--- src/rtl/rmrc_pkg.sv ---
package rmrc_pkg;

	// Opcodes of an input beat
	localparam logic [1:0] OP_START   = 2'd0;
	localparam logic [1:0] OP_BYTE    = 2'd1;
	localparam logic [1:0] OP_TIMEOUT = 2'd2;

	// Error codes
	localparam logic [3:0] ERR_OK       = 4'd0;
	localparam logic [3:0] ERR_ADDRESS  = 4'd1;
	localparam logic [3:0] ERR_CRC_EMPTY = 4'd2;
	localparam logic [3:0] ERR_CRC      = 4'd3;
	localparam logic [3:0] ERR_NO_REPLY = 4'd4;
	localparam logic [3:0] ERR_GET_SUB  = 4'd5;
	localparam logic [3:0] ERR_SET_SUB  = 4'd6;
	localparam logic [3:0] ERR_COMMAND  = 4'd7;
	localparam logic [3:0] ERR_STRAY    = 4'd8;

	// Reply kinds
	localparam logic [2:0] KIND_NONE     = 3'd0;
	localparam logic [2:0] KIND_STATUS   = 3'd1;
	localparam logic [2:0] KIND_CONFIG   = 3'd2;
	localparam logic [2:0] KIND_ERRORS   = 3'd3;
	localparam logic [2:0] KIND_VERSION  = 3'd4;
	localparam logic [2:0] KIND_CFG_ACK  = 3'd5;
	localparam logic [2:0] KIND_CMD_ACK  = 3'd6;

	// Register indexes on the configuration port
	localparam logic [2:0] REG_DEVICE_ADDRESS   = 3'd0;
	localparam logic [2:0] REG_GET_COMMAND      = 3'd1;
	localparam logic [2:0] REG_SET_COMMAND      = 3'd2;
	localparam logic [2:0] REG_STATUS_SUBCODE   = 3'd3;
	localparam logic [2:0] REG_CONFIG_SUBCODE   = 3'd4;
	localparam logic [2:0] REG_ERRORS_SUBCODE   = 3'd5;
	localparam logic [2:0] REG_VERSION_SUBCODE  = 3'd6;
	localparam logic [2:0] REG_COMMANDS_SUBCODE = 3'd7;

	localparam int unsigned HDR_BYTES = 5;
	localparam logic [2:0]  POLL_LAST = 3'd6;
	localparam logic [15:0] CRC_INIT  = 16'hFFFF;

	// CRC-16/MODBUS nibble table (reflected polynomial 0xA001)
	localparam logic [15:0] CRC_NIB_TAB [16] = '{
		16'h0000, 16'hCC01, 16'hD801, 16'h1400, 16'hF001, 16'h3C00, 16'h2800, 16'hE401,
		16'hA001, 16'h6C00, 16'h7800, 16'hB401, 16'h5000, 16'h9C01, 16'h8801, 16'h4400
	};

	typedef struct packed {
		logic [1:0] opcode;
		logic [7:0] rx_byte;
		logic       line_flag;
	} in_beat_t;

	typedef struct packed {
		logic [3:0]  error_code;
		logic [2:0]  reply_kind;
		logic [15:0] version_word;
		logic        request_kind;
		logic [7:0]  retry_count;
		logic [31:0] error_total;
	} out_beat_t;

	typedef struct packed {
		logic [7:0] device_address;
		logic [7:0] get_command;
		logic [7:0] set_command;
		logic [7:0] status_subcode;
		logic [7:0] config_subcode;
		logic [7:0] errors_subcode;
		logic [7:0] version_subcode;
		logic [7:0] commands_subcode;
	} cfg_regs_t;

	typedef struct packed {
		logic       fail;
		logic [3:0] code;
		logic [2:0] kind;
	} verdict_t;

endpackage

--- src/rtl/rmrc_crc.sv ---
module rmrc_crc (
	input  logic [15:0] crc_in,
	input  logic [7:0]  data,
	output logic [15:0] crc_out
);

	logic [15:0] c0;
	logic [15:0] c1;

	// Two nibble steps per byte
	assign c0      = crc_in ^ {8'h00, data};
	assign c1      = {4'h0, c0[15:4]} ^ rmrc_pkg::CRC_NIB_TAB[c0[3:0]];
	assign crc_out = {4'h0, c1[15:4]} ^ rmrc_pkg::CRC_NIB_TAB[c1[3:0]];

endmodule

--- src/rtl/rmrc_judge.sv ---
module rmrc_judge (
	input  rmrc_pkg::cfg_regs_t cfg,
	input  logic                no_reply,
	input  logic                residue_zero,
	input  logic                count_zero,
	input  logic [7:0]          hdr_addr,
	input  logic [7:0]          hdr_cmd,
	input  logic [7:0]          hdr_sub,
	output rmrc_pkg::verdict_t  verdict
);

	logic is_get;
	logic is_set;

	assign is_get = (hdr_cmd == cfg.get_command);
	assign is_set = (hdr_cmd == cfg.set_command);

	always_comb begin
		verdict = '{fail: 1'b1, code: rmrc_pkg::ERR_COMMAND, kind: rmrc_pkg::KIND_NONE};
		if (no_reply) begin
			verdict.code = rmrc_pkg::ERR_NO_REPLY;
		end else if (!residue_zero) begin
			verdict.code = count_zero ? rmrc_pkg::ERR_CRC_EMPTY : rmrc_pkg::ERR_CRC;
		end else if (hdr_addr != cfg.device_address) begin
			verdict.code = rmrc_pkg::ERR_ADDRESS;
		end else if (is_get && hdr_sub == cfg.status_subcode) begin
			verdict = '{fail: 1'b0, code: rmrc_pkg::ERR_OK, kind: rmrc_pkg::KIND_STATUS};
		end else if (is_get && hdr_sub == cfg.config_subcode) begin
			verdict = '{fail: 1'b0, code: rmrc_pkg::ERR_OK, kind: rmrc_pkg::KIND_CONFIG};
		end else if (is_get && hdr_sub == cfg.errors_subcode) begin
			verdict = '{fail: 1'b0, code: rmrc_pkg::ERR_OK, kind: rmrc_pkg::KIND_ERRORS};
		end else if (is_get && hdr_sub == cfg.version_subcode) begin
			verdict = '{fail: 1'b0, code: rmrc_pkg::ERR_OK, kind: rmrc_pkg::KIND_VERSION};
		end else if (is_set && hdr_sub == cfg.config_subcode) begin
			verdict = '{fail: 1'b0, code: rmrc_pkg::ERR_OK, kind: rmrc_pkg::KIND_CFG_ACK};
		end else if (is_set && hdr_sub == cfg.commands_subcode) begin
			verdict = '{fail: 1'b0, code: rmrc_pkg::ERR_OK, kind: rmrc_pkg::KIND_CMD_ACK};
		end else if (is_set) begin
			verdict.code = rmrc_pkg::ERR_SET_SUB;
		end else if (is_get) begin
			verdict.code = rmrc_pkg::ERR_GET_SUB;
		end
	end

endmodule

--- src/rtl/rs485_master_reply_checker_core.sv ---
// Channel | Direction | Handshake           | Payload
// --------+-----------+---------------------+-------------------------------------
// in      | input     | in_valid/in_stall   | in_data  (opcode, rx_byte, line_flag)
// out     | output    | out_valid/out_stall | out_data (error_code .. error_total)
// cfg     | input     | cfg_we              | cfg_index, cfg_data
//
// One beat enters s1 every cycle while in_stall is low; its result is loaded into the
// result register when s1 advances, and the result beat leaves from there.
// The poll/receive/judge update, CRC nibble lookups included, is one pass from s1.
// A stalled output holds the result register and s1; in_stall rises only while both
// are full and out_stall is high.
// Reset clears control state and restores register defaults; header bytes hold.
module rs485_master_reply_checker_core #(
	parameter int BUFFER_BYTES = 256
) (
	input  logic                clk,
	input  logic                arst_n,
	input  logic                in_valid,
	output logic                in_stall,
	input  rmrc_pkg::in_beat_t  in_data,
	output logic                out_valid,
	input  logic                out_stall,
	output rmrc_pkg::out_beat_t out_data,
	input  logic                cfg_we,
	input  logic [2:0]          cfg_index,
	input  logic [7:0]          cfg_data
);

	localparam int CW = $clog2(BUFFER_BYTES);
	localparam logic [CW-1:0] COUNT_HOLD = CW'(BUFFER_BYTES - 2);

	// link phase codes
	localparam logic [1:0] PH_IDLE = 2'd0;
	localparam logic [1:0] PH_WAIT = 2'd1;
	localparam logic [1:0] PH_RCV  = 2'd2;

	rmrc_pkg::cfg_regs_t cfg_q;

	// input stage
	logic               valid_s1;
	rmrc_pkg::in_beat_t beat_s1;
	logic               advance;

	// block state
	logic [1:0]    phase_q,    phase_n;
	logic [15:0]   residue_q,  residue_n;
	logic [CW-1:0] count_q,    count_n;
	logic          stopped_q,  stopped_n;
	logic [2:0]    poll_q,     poll_n;
	logic [7:0]    retries_q,  retries_n;
	logic [31:0]   fsum_q,     fsum_n;
	logic [3:0]    error_q,    error_n;
	logic [2:0]    kind_q,     kind_n;
	logic          request_q,  request_n;
	logic [7:0]    hdr_q [rmrc_pkg::HDR_BYTES];

	// byte store path
	logic [15:0]   crc_src;
	logic [15:0]   crc_next;
	logic [CW-1:0] count_src;
	logic          hdr_we;

	// judging
	rmrc_pkg::verdict_t verdict;
	logic [7:0]         retries_inc;
	logic [32:0]        fsum_sum;

	rmrc_pkg::out_beat_t res;

	// Configuration registers; host must write only while no beat in flight; unchecked
	always_ff @(posedge clk or negedge arst_n) begin
		if (!arst_n) begin
			cfg_q <= '{device_address: 8'd1, get_command: 8'd3, set_command: 8'd6,
			           status_subcode: 8'd1, config_subcode: 8'd2, errors_subcode: 8'd3,
			           version_subcode: 8'd4, commands_subcode: 8'd5};
		end else if (cfg_we) begin
			unique case (cfg_index)
				rmrc_pkg::REG_DEVICE_ADDRESS:   cfg_q.device_address   <= cfg_data;
				rmrc_pkg::REG_GET_COMMAND:      cfg_q.get_command      <= cfg_data;
				rmrc_pkg::REG_SET_COMMAND:      cfg_q.set_command      <= cfg_data;
				rmrc_pkg::REG_STATUS_SUBCODE:   cfg_q.status_subcode   <= cfg_data;
				rmrc_pkg::REG_CONFIG_SUBCODE:   cfg_q.config_subcode   <= cfg_data;
				rmrc_pkg::REG_ERRORS_SUBCODE:   cfg_q.errors_subcode   <= cfg_data;
				rmrc_pkg::REG_VERSION_SUBCODE:  cfg_q.version_subcode  <= cfg_data;
				rmrc_pkg::REG_COMMANDS_SUBCODE: cfg_q.commands_subcode <= cfg_data;
				default: ;
			endcase
		end
	end

	// Advance s1 whenever the result register is free or being drained
	assign advance  = valid_s1 && !(out_valid && out_stall);
	assign in_stall = valid_s1 && out_valid && out_stall;

	always_ff @(posedge clk or negedge arst_n) begin
		if (!arst_n) begin
			valid_s1 <= 1'b0;
		end else if (!in_stall) begin
			valid_s1 <= in_valid;
		end
	end

	always_ff @(posedge clk) begin
		if (in_valid && !in_stall) begin
			beat_s1 <= in_data;
		end
	end

	// The first byte of a reply restarts the residue and the count
	assign crc_src   = (phase_q == PH_WAIT) ? rmrc_pkg::CRC_INIT : residue_q;
	assign count_src = (phase_q == PH_WAIT) ? '0 : count_q;

	rmrc_crc u_crc (
		.crc_in  (crc_src),
		.data    (beat_s1.rx_byte),
		.crc_out (crc_next)
	);

	rmrc_judge u_judge (
		.cfg          (cfg_q),
		.no_reply     (phase_q == PH_WAIT),
		.residue_zero (residue_q == 16'h0000),
		.count_zero   (count_q == '0),
		.hdr_addr     (hdr_q[0]),
		.hdr_cmd      (hdr_q[1]),
		.hdr_sub      (hdr_q[2]),
		.verdict      (verdict)
	);

	assign retries_inc = (retries_q == 8'hFF) ? retries_q : retries_q + 8'd1;
	assign fsum_sum    = {1'b0, fsum_q} + {25'd0, retries_inc};

	always_comb begin
		phase_n   = phase_q;
		residue_n = residue_q;
		count_n   = count_q;
		stopped_n = stopped_q;
		poll_n    = poll_q;
		retries_n = retries_q;
		fsum_n    = fsum_q;
		error_n   = error_q;
		kind_n    = kind_q;
		request_n = request_q;
		hdr_we    = 1'b0;

		unique case (beat_s1.opcode)
			rmrc_pkg::OP_START: begin
				if (phase_q == PH_IDLE) begin
					poll_n    = (poll_q >= rmrc_pkg::POLL_LAST) ? 3'd1 : poll_q + 3'd1;
					retries_n = 8'd0;
					kind_n    = rmrc_pkg::KIND_NONE;
					request_n = ~poll_n[0];
					count_n   = '0;
					stopped_n = 1'b0;
					phase_n   = PH_WAIT;
				end
			end
			rmrc_pkg::OP_BYTE: begin
				if (phase_q == PH_IDLE) begin
					error_n = rmrc_pkg::ERR_STRAY;
				end else if (phase_q == PH_WAIT || !stopped_q) begin
					if (phase_q != PH_WAIT && beat_s1.line_flag && residue_q == 16'h0000) begin
						// line flag on a clean residue: the frame is complete, drop the byte
						stopped_n = 1'b1;
					end else begin
						hdr_we    = (count_src < CW'(rmrc_pkg::HDR_BYTES));
						residue_n = crc_next;
						phase_n   = PH_RCV;
						if (count_src == COUNT_HOLD) begin
							// buffer full: hold the count and stop reception
							count_n   = count_src;
							stopped_n = 1'b1;
						end else begin
							count_n   = count_src + 1'b1;
							stopped_n = 1'b0;
						end
					end
				end
			end
			rmrc_pkg::OP_TIMEOUT: begin
				if (phase_q != PH_IDLE) begin
					phase_n = PH_IDLE;
					error_n = verdict.code;
					kind_n  = verdict.kind;
					if (verdict.fail) begin
						retries_n = retries_inc;
						fsum_n    = fsum_sum[32] ? 32'hFFFF_FFFF : fsum_sum[31:0];
					end else begin
						retries_n = 8'd0;
					end
				end
			end
			default: ;
		endcase
	end

	always_ff @(posedge clk or negedge arst_n) begin
		if (!arst_n) begin
			phase_q   <= PH_IDLE;
			residue_q <= rmrc_pkg::CRC_INIT;
			count_q   <= '0;
			stopped_q <= 1'b0;
			poll_q    <= 3'd0;
			retries_q <= 8'd0;
			fsum_q    <= 32'd0;
			error_q   <= rmrc_pkg::ERR_OK;
			kind_q    <= rmrc_pkg::KIND_NONE;
			request_q <= 1'b0;
		end else if (advance) begin
			phase_q   <= phase_n;
			residue_q <= residue_n;
			count_q   <= count_n;
			stopped_q <= stopped_n;
			poll_q    <= poll_n;
			retries_q <= retries_n;
			fsum_q    <= fsum_n;
			error_q   <= error_n;
			kind_q    <= kind_n;
			request_q <= request_n;
		end
	end

	// Header capture: first five reply bytes
	always_ff @(posedge clk) begin
		if (advance && hdr_we) begin
			hdr_q[count_src[2:0]] <= beat_s1.rx_byte;
		end
	end

	// Result beat shows the state after this item
	always_comb begin
		res.error_code   = error_n;
		res.reply_kind   = kind_n;
		res.version_word = (kind_n == rmrc_pkg::KIND_VERSION) ? {hdr_q[4], hdr_q[3]} : 16'h0000;
		res.request_kind = request_n;
		res.retry_count  = retries_n;
		res.error_total  = fsum_n;
	end

	always_ff @(posedge clk or negedge arst_n) begin
		if (!arst_n) begin
			out_valid <= 1'b0;
		end else if (advance) begin
			out_valid <= 1'b1;
		end else if (!out_stall) begin
			out_valid <= 1'b0;
		end
	end

	always_ff @(posedge clk) begin
		if (advance) begin
			out_data <= res;
		end
	end

endmodule

--- config.mk ---
export PLATFORM = sky130hd
export DESIGN_NAME = rs485_master_reply_checker_core
export DESIGN_NICKNAME = d
export VERILOG_FILES = /design/src/rtl/rmrc_pkg.sv /design/src/rtl/rmrc_crc.sv /design/src/rtl/rmrc_judge.sv /design/src/rtl/rs485_master_reply_checker_core.sv
export SDC_FILE = /design/constraint.sdc
export NUM_CORES = 1
export LEC_CHECK = 0
export BUFFER_PORTS_ARGS = -buffer_cell sky130_fd_sc_hd__buf_4
export CORE_ASPECT_RATIO = 0.8
export CORE_MARGIN = 2
export CORE_UTILIZATION = 55
export DETAILED_ROUTE_END_ITERATION = 8
export HOLD_SLACK_MARGIN = 0.02
export PLACE_DENSITY = 0.81
export SLEW_MARGIN = 20
export SYNTH_ARGS = -nofsm -noshare
export SYNTH_HDL_FRONTEND = slang
export SYNTH_SLANG_ARGS = --single-unit
--- constraint.sdc ---
create_clock -name clk -period 3.9 [get_ports clk]
set_clock_uncertainty 0.2 [all_clocks]
set_input_delay 0.78 -clock clk [delete_from_list [all_inputs] [get_ports clk]]
set_output_delay 0.78 -clock clk [all_outputs]
set_load 0.02 [all_outputs]
==> metrics.md <==
| Metric | Value |
|---|---|
| P_leak | `approximately 6.0 nW` |
| Post-synthesis async set-or-reset flop share | `55.6%` |
| DRT Pass-1 Iters | `5` |
| Met3 usage | `around 3.2%` |
| Ys flop type | `dfrtp_1` |
| Port bufs | `92` |
| Core Util, Final | `between 60% and 70%` |
| Post-Syn Area per Cell | `11.5 um2` |
| Critical Path Max Stage Delay | `around 0.35 ns` |
| Crit end category | `register` |
| Outcome | `finished, final reports clean` |
| Final worst slack | `0.122 ns` |
| Post-synthesis sequential area ratio | `56.6%` |
| RSZ-0062 raised after global routing | `true` |
| EDFF count, synth | `115` |
| Origin of the critical flop-to-flop path | `retries_q[1]` |
| CP startpoint kind | `register` |
| Clk_lat worst skew | `0.53 ns` |
| WP data arrival | `3.85 ns` |
| GRT Residual Overflow | `0` |
| Number of global-route vias before repair | `slightly below 9000` |
| MaxCap Viol Count | `0` |
| Critical Path RT | `between 3 and 4 ns` |
| Final setup vio count | `0` |
| P&R area growth vs syn | `17.9%` |
| DR vias | `between 8000 and 9000` |
| Die H | `139 um` |
| Post-layout min period | `around 3.8 ns` |
| Fillers | `roughly 1600` |
| Final period utilization | `a little over nine tenths` |
| Multi-input gate area | `0.00520 mm2` |
| Warnings from Yosys | `0` |
| Die W | `around 170 um` |
| Commonest non-fill, non-tap cells in the layout | `buf_4 (136), dfrtp_1 (116), edfxtp_1 (115)` |
| Placed Cells | `1476` |
| Final Max Slew Viols | `0` |
| Final Hold Viols | `0` |
| Starting density of the core | `a little under three fifths` |
| Pre-CTS WS | `-0.0287 ns` |
| Final Instance Count excl. Fillers | `between 1500 and 2000` |
| Final nets | `roughly 1200` |
| Crit-path max FO | `3` |
| CP Launch Point | `retries_q[1]` |
| #FFs+latches synth | `between 200 and 300` |
| Final ANT Viol Nets | `0` |
| Reg area | `between 0.007 and 0.008 mm2` |
| Hold Buf Count CTS | `0` |
| Clock Sinks | `259` |
| Num rows | `slightly below 50` |
| Synthesized area | `0.0125 mm2` |
| Clock Pin Slew Worst Setup and Hold Paths | `approximately 0.070 ns` |
| Commonest non-fill, non-tap cell in the layout | `buf_4` |
| Top Ports | `93` |
| CTS H-Tree Depth | `1` |
| Routability congestion estimate | `0.900` |
| Drt drc | `0` |
| Initial DRC Count | `946` |
| Antenna Cells | `0` |
| Post-synth net total | `1134` |
| Critical Path, Cell by Cell | `ha_2, and3_4, nand3_4, buf_4, mux2i_2, buf_4, fa_2, nor2b_1, o21ai_1, a21boi_1, o21a_1, o21ai_2, buf_6, nor4b_4, buf_4, nand2_1, mux2_2` |
| Top Family by Delay on Critical Path | `simple AND/OR/NAND/NOR gates` |
| First-pass GRT wire length | `around 46 mm` |
| Worst-Margin Slew | `a little under 1 ns` |
| Routing usage on met1 | `around 36%` |
| Busiest grt layer | `met2` |
| CTS root buf | `clkbuf_16` |
| Core outline area | `approximately 0.022 mm2` |
| Via-per-instance ratio | `5.85` |
| Worst path bufs/invs | `4` |
| Slew Limit Headroom | `roughly a third` |
| M2 GR Usage | `a little over a third` |
| PD cells | `601 mW/mm2` |
| Most used cell, CP | `buf_4` |
| GRT Util Overall | `23.6%` |
| Routed wire length | `about 28 mm` |
| DR WL/cell | `between 15 and 20 um` |
| Hold Crit Class | `input pin to async pin` |
| Mapped Cells | `about 1100` |
| Number of CTS-inserted buffers | `26` |
| Worst path slowest cell | `dfrtp_1` |
| Layout cells sized above 1 | `a little over a quarter` |
| Dpl hpwl | `19.3 mm` |
| Worst VDD drop | `approximately 550 uV` |
| Initial antenna violation count | `0` |
| CP Class | `register to register` |
| Area post-placement | `0.0137 mm2` |
| Hold WS | `about 0.12 ns` |
| Largest net degree at the start of global routing | `82` |
| CTS tree | `done` |
| Die area | `0.0240 mm2` |
| Clock buffer depth | `3` |
| FMAX | `around 260 MHz` |
| Final Instance Area | `about 0.015 mm2` |
| Post-synth cell types | `68` |
## worst paths after layout
check | to | slack [ns] | cells after the start
min in group clk | beat_s1[0] | 0.23 | 1
worst max-delay path | out_data[30] | 0.12 | 17
worst min register to register | poll_q[2] | 0.28 | 1
worst max register to register | out_data[30] | 0.12 | 17
worst min-delay path | count_q[7] | 0.12 | 1
max in group asynchronous | cfg_q[25] | 2.54 | 2
## metrics by stage
step | power [mW] | TNS, ns
6_report | 8.88 | 0
5_1_grt | 9.35 | -0.542
4_1_cts | 8.80 | 0
3_5_place_dp | 6.23 | -0.0814
3_3_place_gp | 6.12 | 0
2_1_floorplan | 5.53 | 0
## Yosys cell counts, types with 3 or more instances
library cell | number | share of area [%]
dfrtp_1 | 116 | 23
edfxtp_1 | 115 | 28
nand2_1 | 109 | 3.3
nor2_1 | 78 | 2.3
mux2_2 | 71 | 6.4
xnor2_1 | 70 | 4.9
o21ai_0 | 64 | 2.6
xor2_1 | 42 | 2.9
a21oi_1 | 35 | 1.4
clkbuf_1 | 31 | 0.93
nand3_1 | 30 | 1.2
dfstp_2 | 28 | 5.9
inv_1 | 25 | 0.75
a31oi_1 | 23 | 1.1
and2_1 | 22 | 1.1
nand4_1 | 20 | 1.0
nor4_1 | 19 | 0.95
and3_1 | 17 | 0.85
ha_1 | 17 | 1.7
nor3_1 | 17 | 0.68
buf_2 | 9 | 0.36
a21o_1 | 8 | 0.48
buf_4 | 8 | 0.48
mux2i_1 | 8 | 0.64
nand2b_1 | 8 | 0.40
a22o_1 | 7 | 0.49
and4_1 | 7 | 0.49
o31ai_1 | 7 | 0.42
nor2b_1 | 6 | 0.30
buf_1 | 4 | 0.12
nand4b_1 | 4 | 0.28
o21a_1 | 4 | 0.24
or3_1 | 4 | 0.20
or4_1 | 4 | 0.24
a22oi_1 | 3 | 0.18
a32o_1 | 3 | 0.24
a41oi_1 | 3 | 0.21
buf_6 | 3 | 0.27
nor4_2 | 3 | 0.30
or2_2 | 3 | 0.15
## per-layer routing
layer / part of all wire, % / wire [um]
met3: 6.4 / 1820
met4: 2.9 / 835
met1: 45 / 12900
met5: 0 / 0
met2: 45 / 12900
## power breakdown
part / internal [mW] / switching [mW] / leakage (nW)
combinational: 1.16 / 1.36 / 2.73
clock: 1.53 / 1.02 / 0.442
sequential: 3.42 / 0.394 / 2.83
## sequential cells by signal, summed over array words and instances, names as in the netlist
signal     cells
retries_q      8
error_q        4
out_data      64
poll_q         3
out_valid      1
cfg_q         64
valid_s1       1
stopped_q      1
phase_q        2
kind_q         3
hdr_q         40
request_q      1
fsum_q        32
residue_q     16
beat_s1       11
count_q        8
## layout make-up
class | instances | share of cell area (%)
inverter | 25 | 0.644
multi-input combinational | 749 | 35.2
clock buffer | 41 | 5.62
timing repair buffer | 141 | 7.47
tap | 306 | 2.59
sequential | 259 | 48.0
clock inverter | 7 | 0.449
## cell families after synthesis
family,count (synthesis),synth area share (%)
simple gates,364,14.9
flops,259,56.6
xor+xnor,112,7.83
mux,81,7.20
buf+inv,81,2.95
fa+ha+maj,18,1.86
compound gates,174,8.66
## timing repair
item / 4_1_cts / 5_1_grt
gates resized for setup: 2 / 26
pin swaps: 0 / 13
buffers inserted: 0 / 4
setup endpoints to repair: 7 / 64
Note: power is estimated with default switching activity, not from simulation.
